## src/rtl/tvpts_pkg.sv

```systemverilog
package tvpts_pkg;

    localparam logic [1:0] MODE_TICK    = 2'd0;
    localparam logic [1:0] MODE_TRIGGER = 2'd1;
    localparam logic [1:0] MODE_SILENCE = 2'd2;

    localparam int SEQ_COUNT   = 6;
    localparam int STATE_DEPTH = 1;
    localparam int STATE_AW    = 1;

    typedef struct packed {
        logic [3:0]  v1_prio;
        logic [3:0]  v2_prio;
        logic [4:0]  v1_next;
        logic [4:0]  v2_next;
        logic [1:0]  v1_ticks;
        logic [1:0]  v2_ticks;
        logic [15:0] v1_tone;
        logic [15:0] v2_tone;
    } state_t;

    localparam int STATE_W = $bits(state_t);

    localparam logic [15:0] ROM_HZ [32] = '{
        16'd250,  16'd0,
        16'd1000, 16'd2500, 16'd1000, 16'd2500, 16'd1000, 16'd2500, 16'd0,
        16'd7500, 16'd5000, 16'd7500, 16'd5000, 16'd7500, 16'd5000, 16'd0,
        16'd2000, 16'd0,
        16'd1000, 16'd900,  16'd800,  16'd700,  16'd0,
        16'd1000, 16'd1200, 16'd1400, 16'd1600, 16'd1000, 16'd1200, 16'd1400,
        16'd1600, 16'd0
    };

    localparam logic [1:0] ROM_TICKS [32] = '{
        2'd3, 2'd0,
        2'd2, 2'd2, 2'd2, 2'd2, 2'd2, 2'd2, 2'd0,
        2'd2, 2'd2, 2'd2, 2'd2, 2'd2, 2'd2, 2'd0,
        2'd1, 2'd0,
        2'd2, 2'd2, 2'd2, 2'd2, 2'd0,
        2'd3, 2'd3, 2'd3, 2'd3, 2'd3, 2'd3, 2'd3, 2'd3, 2'd0
    };

    function automatic logic [4:0] seq_start(input logic [2:0] eff);
        logic [4:0] r;
        case (eff)
            3'd0:    r = 5'd0;
            3'd1:    r = 5'd2;
            3'd2:    r = 5'd9;
            3'd3:    r = 5'd16;
            3'd4:    r = 5'd18;
            3'd5:    r = 5'd23;
            default: r = 5'd0;
        endcase
        return r;
    endfunction

endpackage

```

## src/rtl/tvpts_ram.sv

```systemverilog
module tvpts_ram #(
    parameter int WIDTH = 8,
    parameter int DEPTH = 2
) (
    input  logic                                     aclk,
    input  logic                                     we,
    input  logic [((DEPTH > 1) ? $clog2(DEPTH) : 1)-1:0] waddr,
    input  logic [WIDTH-1:0]                         wdata,
    input  logic                                     re,
    input  logic [((DEPTH > 1) ? $clog2(DEPTH) : 1)-1:0] raddr,
    output logic [WIDTH-1:0]                         rdata
);

    logic [WIDTH-1:0] mem [DEPTH];

    always_ff @(posedge aclk) begin
        if (we) begin
            mem[waddr] <= wdata;
        end
        if (re) begin
            rdata <= mem[raddr];
        end
    end

endmodule

```

## src/rtl/two_voice_priority_tone_sequencer.sv

```systemverilog
// An accepted transfer is registered in the input stage, then on the m_ outputs.
// Throughput: one item per cycle while m_ready is high; voice state is read from
// the state RAM at acceptance, written back as the item advances, with a bypass.
// Reset: synchronous, active low; clears the pipeline and output valids and marks
// the state RAM as unwritten, so it reads as silence. No clearing pass.
module two_voice_priority_tone_sequencer #(
    parameter int NUM_EFFECTS = 6,
    parameter int ROM_PAIRS   = 32
) (
    input  logic        aclk,
    input  logic        aresetn,
    input  logic        s_valid,
    output logic        s_ready,
    input  logic [1:0]  s_mode,
    input  logic [3:0]  s_priority_req,
    input  logic [2:0]  s_effect,
    output logic        m_valid,
    input  logic        m_ready,
    output logic [15:0] m_voice1_freq,
    output logic        m_voice1_on,
    output logic [15:0] m_voice2_freq,
    output logic        m_voice2_on
);

    function automatic tvpts_pkg::state_t issue_pair(input tvpts_pkg::state_t st,
                                                     input logic [3:0] prio,
                                                     input logic [4:0] idx);
        tvpts_pkg::state_t r;
        logic [15:0]       hz;
        logic [1:0]        len;
        r   = st;
        hz  = tvpts_pkg::ROM_HZ[idx];
        len = tvpts_pkg::ROM_TICKS[idx];
        if (int'(idx) < ROM_PAIRS && hz != 16'd0) begin
            if (prio > r.v1_prio) begin
                r.v1_prio  = prio;
                r.v1_next  = idx + 5'd1;
                r.v1_tone  = hz;
                r.v1_ticks = len;
            end else if (prio > r.v2_prio) begin
                r.v2_prio  = prio;
                r.v2_next  = idx + 5'd1;
                r.v2_tone  = hz;
                r.v2_ticks = len;
            end
        end
        return r;
    endfunction

    logic                          s1_valid_reg;
    logic [1:0]                    s1_mode_reg;
    logic [3:0]                    s1_prio_reg;
    logic [2:0]                    s1_effect_reg;
    logic                          fwd_sel_reg;
    logic                          rd_init_reg;
    logic                          state_init_reg;
    tvpts_pkg::state_t             fwd_state_reg;
    logic                          m_valid_reg;
    logic [15:0]                   v1_freq_reg;
    logic                          v1_on_reg;
    logic [15:0]                   v2_freq_reg;
    logic                          v2_on_reg;

    logic                          accept;
    logic                          s1_adv;
    logic [tvpts_pkg::STATE_W-1:0] ram_rdata;
    tvpts_pkg::state_t             cur_state;
    tvpts_pkg::state_t             state_next;
    tvpts_pkg::state_t             tick_state;
    logic [3:0]                    p;

    assign s1_adv  = s1_valid_reg && (!m_valid_reg || m_ready);
    assign s_ready = !s1_valid_reg || s1_adv;
    assign accept  = s_valid && s_ready;

    tvpts_ram #(
        .WIDTH(tvpts_pkg::STATE_W),
        .DEPTH(tvpts_pkg::STATE_DEPTH)
    ) u_state_ram (
        .aclk (aclk),
        .we   (s1_adv),
        .waddr('0),
        .wdata(state_next),
        .re   (accept),
        .raddr('0),
        .rdata(ram_rdata)
    );

    always_comb begin
        if (fwd_sel_reg) begin
            cur_state = fwd_state_reg;
        end else if (rd_init_reg) begin
            cur_state = tvpts_pkg::state_t'(ram_rdata);
        end else begin
            cur_state = '0;
        end
    end

    always_comb begin
        tick_state = cur_state;
        p          = 4'd0;
        if (tick_state.v1_ticks != 2'd0) begin
            tick_state.v1_ticks = tick_state.v1_ticks - 2'd1;
        end
        if (tick_state.v2_ticks != 2'd0) begin
            tick_state.v2_ticks = tick_state.v2_ticks - 2'd1;
        end
        if (tick_state.v1_ticks == 2'd0 && tick_state.v1_prio != 4'd0) begin
            p                  = tick_state.v1_prio;
            tick_state.v1_prio = 4'd0;
            tick_state         = issue_pair(tick_state, p, tick_state.v1_next);
        end
        if (tick_state.v2_ticks == 2'd0 && tick_state.v2_prio != 4'd0) begin
            p                  = tick_state.v2_prio;
            tick_state.v2_prio = 4'd0;
            tick_state         = issue_pair(tick_state, p, tick_state.v2_next);
        end
    end

    always_comb begin
        unique case (s1_mode_reg)
            tvpts_pkg::MODE_TICK: begin
                state_next = tick_state;
            end
            tvpts_pkg::MODE_TRIGGER: begin
                if (int'(s1_effect_reg) < NUM_EFFECTS &&
                    int'(s1_effect_reg) < tvpts_pkg::SEQ_COUNT) begin
                    state_next = issue_pair(cur_state, s1_prio_reg,
                                            tvpts_pkg::seq_start(s1_effect_reg));
                end else begin
                    state_next = cur_state;
                end
            end
            tvpts_pkg::MODE_SILENCE: begin
                state_next = '0;
            end
            default: begin
                state_next = cur_state;
            end
        endcase
    end

    always_ff @(posedge aclk) begin
        if (!aresetn) begin
            s1_valid_reg   <= 1'b0;
            fwd_sel_reg    <= 1'b0;
            rd_init_reg    <= 1'b0;
            state_init_reg <= 1'b0;
            m_valid_reg    <= 1'b0;
        end else begin
            if (accept) begin
                s1_valid_reg <= 1'b1;
                fwd_sel_reg  <= s1_adv;
                rd_init_reg  <= state_init_reg;
            end else if (s1_adv) begin
                s1_valid_reg <= 1'b0;
            end
            if (s1_adv) begin
                state_init_reg <= 1'b1;
                m_valid_reg    <= 1'b1;
            end else if (m_ready) begin
                m_valid_reg <= 1'b0;
            end
        end
    end

    always_ff @(posedge aclk) begin
        if (accept) begin
            s1_mode_reg   <= s_mode;
            s1_prio_reg   <= s_priority_req;
            s1_effect_reg <= s_effect;
        end
        if (s1_adv) begin
            fwd_state_reg <= state_next;
            v1_on_reg     <= state_next.v1_ticks != 2'd0;
            v2_on_reg     <= state_next.v2_ticks != 2'd0;
            v1_freq_reg   <= (state_next.v1_ticks != 2'd0) ? state_next.v1_tone : 16'd0;
            v2_freq_reg   <= (state_next.v2_ticks != 2'd0) ? state_next.v2_tone : 16'd0;
        end
    end

    assign m_valid       = m_valid_reg;
    assign m_voice1_freq = v1_freq_reg;
    assign m_voice1_on   = v1_on_reg;
    assign m_voice2_freq = v2_freq_reg;
    assign m_voice2_on   = v2_on_reg;

endmodule

```

## config.mk

```make
export PLATFORM = sky130hd
export DESIGN_NAME = two_voice_priority_tone_sequencer
export DESIGN_NICKNAME = d
export VERILOG_FILES = /design/src/rtl/tvpts_pkg.sv /design/src/rtl/tvpts_ram.sv /design/src/rtl/two_voice_priority_tone_sequencer.sv
export SDC_FILE = /design/constraint.sdc
export NUM_CORES = 1
export LEC_CHECK = 0
export BUFFER_PORTS_ARGS = -buffer_cell sky130_fd_sc_hd__clkbuf_2
export CAP_MARGIN = 0
export CORE_MARGIN = 5
export CORE_UTILIZATION = 45
export DETAILED_ROUTE_END_ITERATION = 12
export GPL_ROUTABILITY_DRIVEN = 0
export SYNTH_ARGS = -nofsm -noshare
export SYNTH_HDL_FRONTEND = slang
export SYNTH_HIERARCHICAL = 1
export SYNTH_SLANG_ARGS = --single-unit
export TNS_END_PERCENT = 10
```

## constraint.sdc

```tcl
create_clock -name aclk -period 21 [get_ports aclk]
set_input_delay 2.1 -clock aclk [delete_from_list [all_inputs] [get_ports aclk]]
set_output_delay 2.1 -clock aclk [all_outputs]
set_load 0.01 [all_outputs]
```

# [Yosys cells after proc, flatten, opt, wreduce, memory -nomap -nowiden]
# Memory sizes are Yosys's and may differ from the RTL's. A register that Yosys moved wholly into a read port is not among the register bits.
# Index checks and enable logic that the tools add are counted.
[op_classes] mux=68 n_eq_ne=7 order_cmp=10 n_reduce_logical=22 n_bitwise=3 n_addsub=5
[op_table] operator="54-bit two-way mux" n=8
[op_table] operator="16-bit two-way mux" n=15
[op_table] operator="54-bit case mux with 3 select lines" n=1
[op_table] operator="5-bit two-way mux" n=11
[op_table] operator="16-bit nonzero test" n=3
[op_table] operator="4-bit two-way mux" n=9
[op_table] operator="2-bit two-way mux" n=17
[op_table] operator="5-bit case mux with 5 select lines" n=1
[op_table] operator="6-bit >= comparator, second input constant" n=3
[op_table] operator="5-bit NOT with 6-bit output" n=3
[op_table] operator="4-bit greater-than comparator" n=4
[op_table] operator="5-bit by 1-bit adder with 5-bit output, second input constant" n=3
[op_table] operator="2-bit nonzero test" n=6
[op_table] operator="4-bit by 1-bit greater-than comparator with 1-bit output, second input constant" n=2
[op_table] operator="4-bit nonzero test" n=2
[op_table] operator="3-bit by 2-bit == test with 1-bit output, second input constant" n=2
[op_table] operator="3-bit == test, second input constant" n=2
[op_table] operator="2-bit zero test" n=3
[op_table] operator="1-bit two-way mux" n=6
[op_table] operator="1-bit logical AND" n=4
[op_table] operator="2-bit by 1-bit subtractor with 2-bit output, second input constant" n=2
[op_table] operator="3-bit by 1-bit == test with 1-bit output, second input constant" n=1
[op_table] operator="3-bit < comparator, second input constant" n=1
[op_table] operator="2-bit by 1-bit == test with 1-bit output, second input constant" n=1
[op_table] operator="other kinds (3)" n=5
[word_totals] memories=7 in_bits=13 romBits=1728 ramBits=54 reg_bits=102 wordCells=142
[memory_table] memory="(no name shown)" words=32 width=16 read_ports=1 rd_ports_with_merged_regs=0 write_ports=0 line_no="two_voice_priority_tone_sequencer.sv:32" source="hz = tvpts_pkg::ROM_HZ[idx];"
[memory_table] memory="(no name shown)" words=32 width=16 read_ports=1 rd_ports_with_merged_regs=0 write_ports=0 line_no="two_voice_priority_tone_sequencer.sv:32"
[memory_table] memory="(no name shown)" words=32 width=16 read_ports=1 rd_ports_with_merged_regs=0 write_ports=0 line_no="two_voice_priority_tone_sequencer.sv:32"
[memory_table] memory="(no name shown)" words=32 width=2 read_ports=1 rd_ports_with_merged_regs=0 write_ports=0 line_no="two_voice_priority_tone_sequencer.sv:33" source="len = tvpts_pkg::ROM_TICKS[idx];"
[memory_table] memory="(no name shown)" words=32 width=2 read_ports=1 rd_ports_with_merged_regs=0 write_ports=0 line_no="two_voice_priority_tone_sequencer.sv:33"
[memory_table] memory="(no name shown)" words=32 width=2 read_ports=1 rd_ports_with_merged_regs=0 write_ports=0 line_no="two_voice_priority_tone_sequencer.sv:33"
[memory_table] memory="+1 memories"

# [Logic depth before layout (Yosys ltp)]
[depth] depth_word=20 depth_mapped=26 mapped_depth_nobuf=22

# [Cells and area by module]
# Netlist, hierarchy kept.
[by_module_without_submodules] module="two_voice_priority_tone_sequencer" instances=1 cells_each=936 area_per_inst_um2=8421.8
[by_module_without_submodules] module="tvpts_ram" instances=1 cells_each=108 area_per_inst_um2=3243.1

# [Worst setup path after synthesis]
# No wires, ideal clock.
[synth_path] path_type="input port to flip-flop" start="input m_ready" end="register fwd_sel_reg" path_stages=4 setup_slack_ps=11531 t_arrival_ps=9382 n_path_buf=0 cell_sequence="nor2b_1 > nor2b_1 > a22oi_1 > nor2b_1"
[synth_between] elab_chain_cells=4
[synth_rtl] element="start: declaration" line_no="two_voice_priority_tone_sequencer.sv:18" source="input logic m_ready,"
[synth_rtl] element="1-bit logical OR (*)" line_no="two_voice_priority_tone_sequencer.sv:72" source="assign s1_adv = s1_valid_reg && (!m_valid_reg || m_ready);"
[synth_rtl] element="1-bit logical AND (*)" line_no="two_voice_priority_tone_sequencer.sv:72"
[synth_rtl] element="named net s1_adv" line_no="two_voice_priority_tone_sequencer.sv:65" source="logic s1_adv;"
[synth_rtl] element="1-bit logical OR" line_no="two_voice_priority_tone_sequencer.sv:73" source="assign s_ready = !s1_valid_reg || s1_adv;"
[synth_rtl] element="1-bit logical AND" line_no="two_voice_priority_tone_sequencer.sv:74" source="assign accept = s_valid && s_ready;"
[synth_rtl] element="end signal: assignment" line_no="two_voice_priority_tone_sequencer.sv:153" source="fwd_sel_reg <= s1_adv;"
[synth_rtl] element="end: declaration" line_no="two_voice_priority_tone_sequencer.sv:54" source="logic fwd_sel_reg;"
# Mark *: on every way through the listed nets, which the timed path passes. The rest lies on a longest branch.
# A chain may end at the register's enable or synchronous reset.

# [Worst setup path in the final report]
[layout_path] start="register fwd_sel_reg" end="register v2_freq_reg[6] (netlist: m_voice2_freq[6]), data pin"
[layout_between] elab_chain_cells=18
[layout_rtl] element="54-bit two-way mux (*)" line_no="two_voice_priority_tone_sequencer.sv:90" source="if (fwd_sel_reg) begin"
[layout_rtl] element="5-bit NOT with 6-bit output (implied by the code)" line_no="two_voice_priority_tone_sequencer.sv:32, two_voice_priority_tone_sequencer.sv:33"
[layout_rtl] element="memory read 32 x 16 bit"
[layout_rtl] element="16-bit two-way mux (implied by the code) (2 in series)" line_no="two_voice_priority_tone_sequencer.sv:32"
[layout_rtl] element="16-bit nonzero test" line_no="two_voice_priority_tone_sequencer.sv:34" source="if (int'(idx) < ROM_PAIRS && hz != 16'd0) begin"
[layout_rtl] element="54-bit two-way mux" line_no="two_voice_priority_tone_sequencer.sv:34"
[layout_rtl] element="54-bit two-way mux" line_no="two_voice_priority_tone_sequencer.sv:108" source="if (tick_state.v1_ticks == 2'd0 && tick_state.v1_prio != 4'd0) begin"
[layout_rtl] element="5-bit NOT with 6-bit output (implied by the code)" line_no="two_voice_priority_tone_sequencer.sv:32, two_voice_priority_tone_sequencer.sv:33"
[layout_rtl] element="memory read 32 x 2 bit"
[layout_rtl] element="2-bit two-way mux (implied by the code) (2 in series)" line_no="two_voice_priority_tone_sequencer.sv:33"
[layout_rtl] element="2-bit two-way mux" line_no="two_voice_priority_tone_sequencer.sv:40" source="end else if (prio > r.v2_prio) begin"
[layout_rtl] element="2-bit two-way mux" line_no="two_voice_priority_tone_sequencer.sv:35" source="if (prio > r.v1_prio) begin"
[layout_rtl] element="54-bit two-way mux" line_no="two_voice_priority_tone_sequencer.sv:34"
[layout_rtl] element="54-bit two-way mux" line_no="two_voice_priority_tone_sequencer.sv:113" source="if (tick_state.v2_ticks == 2'd0 && tick_state.v2_prio != 4'd0) begin"
[layout_rtl] element="54-bit case mux with 3 select lines (*)" line_no="two_voice_priority_tone_sequencer.sv:121" source="unique case (s1_mode_reg)"
[layout_rtl] element="2-bit nonzero test" line_no="two_voice_priority_tone_sequencer.sv:178" source="v2_freq_reg <= (state_next.v2_ticks != 2'd0) ? state_next.v2_tone : 16'd0;"
[layout_rtl] element="end signal: assignment" line_no="two_voice_priority_tone_sequencer.sv:178"
[layout_rtl] element="end: declaration" line_no="two_voice_priority_tone_sequencer.sv:61" source="logic [15:0] v2_freq_reg;"
# Every way passes the cells marked *; elsewhere a longest branch is shown, timed or not. The select of a mux whose other input is x is not followed.

==> key figures <==
Layout
  – Final std cells w/o fill: 1,412
  – Area of the multi-input gates: 4911 um2
  – Commonest non-fill, non-tap cells in the layout: edfxtp_1 (205), nand2_1 (97), nor2_1 (60), a21oi_1 (55), o21ai_0 (55)
  – Area Overhead vs Synth: 9.753%
  – Layout Nets: 1,114
  – # diodes: 0
  – # fillers: 2,243
  – Share of layout cells above drive strength 1: 13.18%
  – Most common cell after layout, fill and taps aside: edfxtp_1
  – Register area: 6260 um2

Clock network
  – Post-CTS Setup Repair Bufs: 0
  – Clk buf depth: 3
  – Gates resized, CTS repair: 0
  – H-tree depth: 1
  – Num CTS Buffers: 23
  – Clk sinks: 210
  – Clock Root Buffer: clkbuf_16
  – Clock latency on the worst-skew pair: 520 ps
  – CTS tree: done
  – CTS hold repair buffers: 0
  – Clock-pin slew on the worst setup and hold paths: 60 ps

GRT
  – Number of antenna violations at the first check in global routing: 0
  – Global-route wire length before repair: 48.09 mm
  – Vias in the first global route: 8,332
  – Grt ovf: 0
  – GRT Overall Usage: 20.67%
  – Pin count of the biggest net entering global routing: 80

STA
  – Tcrit/Tclk final: 32.39%
  – Slew Viols, Final: 0
  – Final Hold Fails: 0
  – Final worst setup slack: 14,200 ps
  – Total negative slack: 0 ps
  – Tmin final: 6802 ps
  – Skew final: 5.659 ps
  – Setup violators final: 0
  – Tightest hold margin: 416.4 ps
  – Worst-Margin Slew: 1148 ps
  – Fmax: 0.1470 GHz
  – Max-slew headroom: 23.22%
  – RSZ-0062 raised after global routing: false

Hold path
  – Worst hold path type: flip-flop to flip-flop

Routing
  – Routed len/inst: 22.04 um
  – DR iter-0 viols: 928
  – Post-DR vias/cell: 6.205
  – Total number of vias: 8,761
  – Final wirelength: 31.12 mm
  – Residual DRC: 0
  – DR pass1 iterations: 5
  – ANT nets after route: 0

Setup path
  – Crit-path max FO: 56
  – Kind of critical path: flip-flop to flip-flop
  – WP data arrival: 7140 ps
  – CP Capture Type: flip-flop
  – Req. time, crit path: 21,340 ps
  – Startpoint Class: flip-flop

Flow run
  – Max-cap viol count: 0

Placement
  – Dpl cells: 1,372
  – Detail Placement HPWL: 21.58 mm
  – Pre-CTS WS: 14,230 ps
  – Buffers on Ports: 48

Floorplan
  – Die Y-Extent: 171.0 um
  – IO Count: 49
  – DIE AREA: 29,230 um2
  – Core area: 25,760 um2
  – Die width: 171.0 um
  – Cell row count: 59
  – Starting density of the core: 45.26%

Yosys
  – Syn Inst Count: 1,043
  – Post-Syn Area: 11,660 um2
  – Yosys warns: 6
  – Syn Nets: 1,095
  – Syn_area_per_cell: 11.18 um2

Pwr
  – Leakage power: 0.004722 uW
  – PD cells: 80.32 nW/um2
  – VDD IR max: 0.00007191 V

Status
  – Run status: finished clean
[where the power goes]
group	switching, uW	internal [uW]	total, uW
logic	99.3	44.0	143
registers	12.2	490	502
clock network	158	225	383
total	269	759	1030
[path summary, 6_finish.rpt]
path	endpoint	depth (start not counted)	from	slack [ps]
worst max-delay path	m_voice2_freq[6]	23	fwd_sel_reg	14200
worst min-delay path	u_state_ram/rdata[32]	0	u_state_ram/mem[0][32]	420
worst max register to register	m_voice2_freq[6]	23	fwd_sel_reg	14200
worst min register to register	u_state_ram/rdata[32]	0	u_state_ram/mem[0][32]	420
[metrics by stage]
| stage | cell area [um2] | utilization [%] | total power [uW] |
|---|---|---|---|
| floorplan | 11660 | - | 609.9 |
| global placement | 12080 | 46.89 | 648.9 |
| detailed placement | 12080 | 46.89 | 649.9 |
| CTS | 12800 | 49.68 | 1034 |
| global route | 12800 | 49.68 | 1068 |
| finish | 12800 | 49.68 | 1028 |
[final cells by class]
type,instances,share of cell area [%]
inverter,40,1.193
timing repair buffer,61,2.640
tap,335,3.275
sequential,210,48.91
clock inverter,15,1.056
clock buffer,25,4.556
multi-input combinational,726,38.37
[critical path: stages (launching register included)]
cell and delay [ps]:
dfxtp_4 700, buf_4 570, nand2_1 120, o21ai_2 190, inv_1 270, ha_1 310, inv_1 90, nor3_1 80
a2111oi_1 560, nor2_1 110, and4_1 220, and3_1 210, nand2_1 160, nand2b_1 80, ha_1 310, nor2b_1 130
o21a_1 160, o21a_1 170, o21a_1 280, a2111oi_0 460, o31ai_1 170, o2111ai_1 200, nand3_1 610, a211oi_1 420
[per-layer routing]
layer  GRT usage, %  part of all wire [%]
met4          5.615                   2.7
met2          32.11                    45
met5              0                     0
met3          3.350                   6.5
met1          30.27                    46
(Power assumes the default switching activity.)
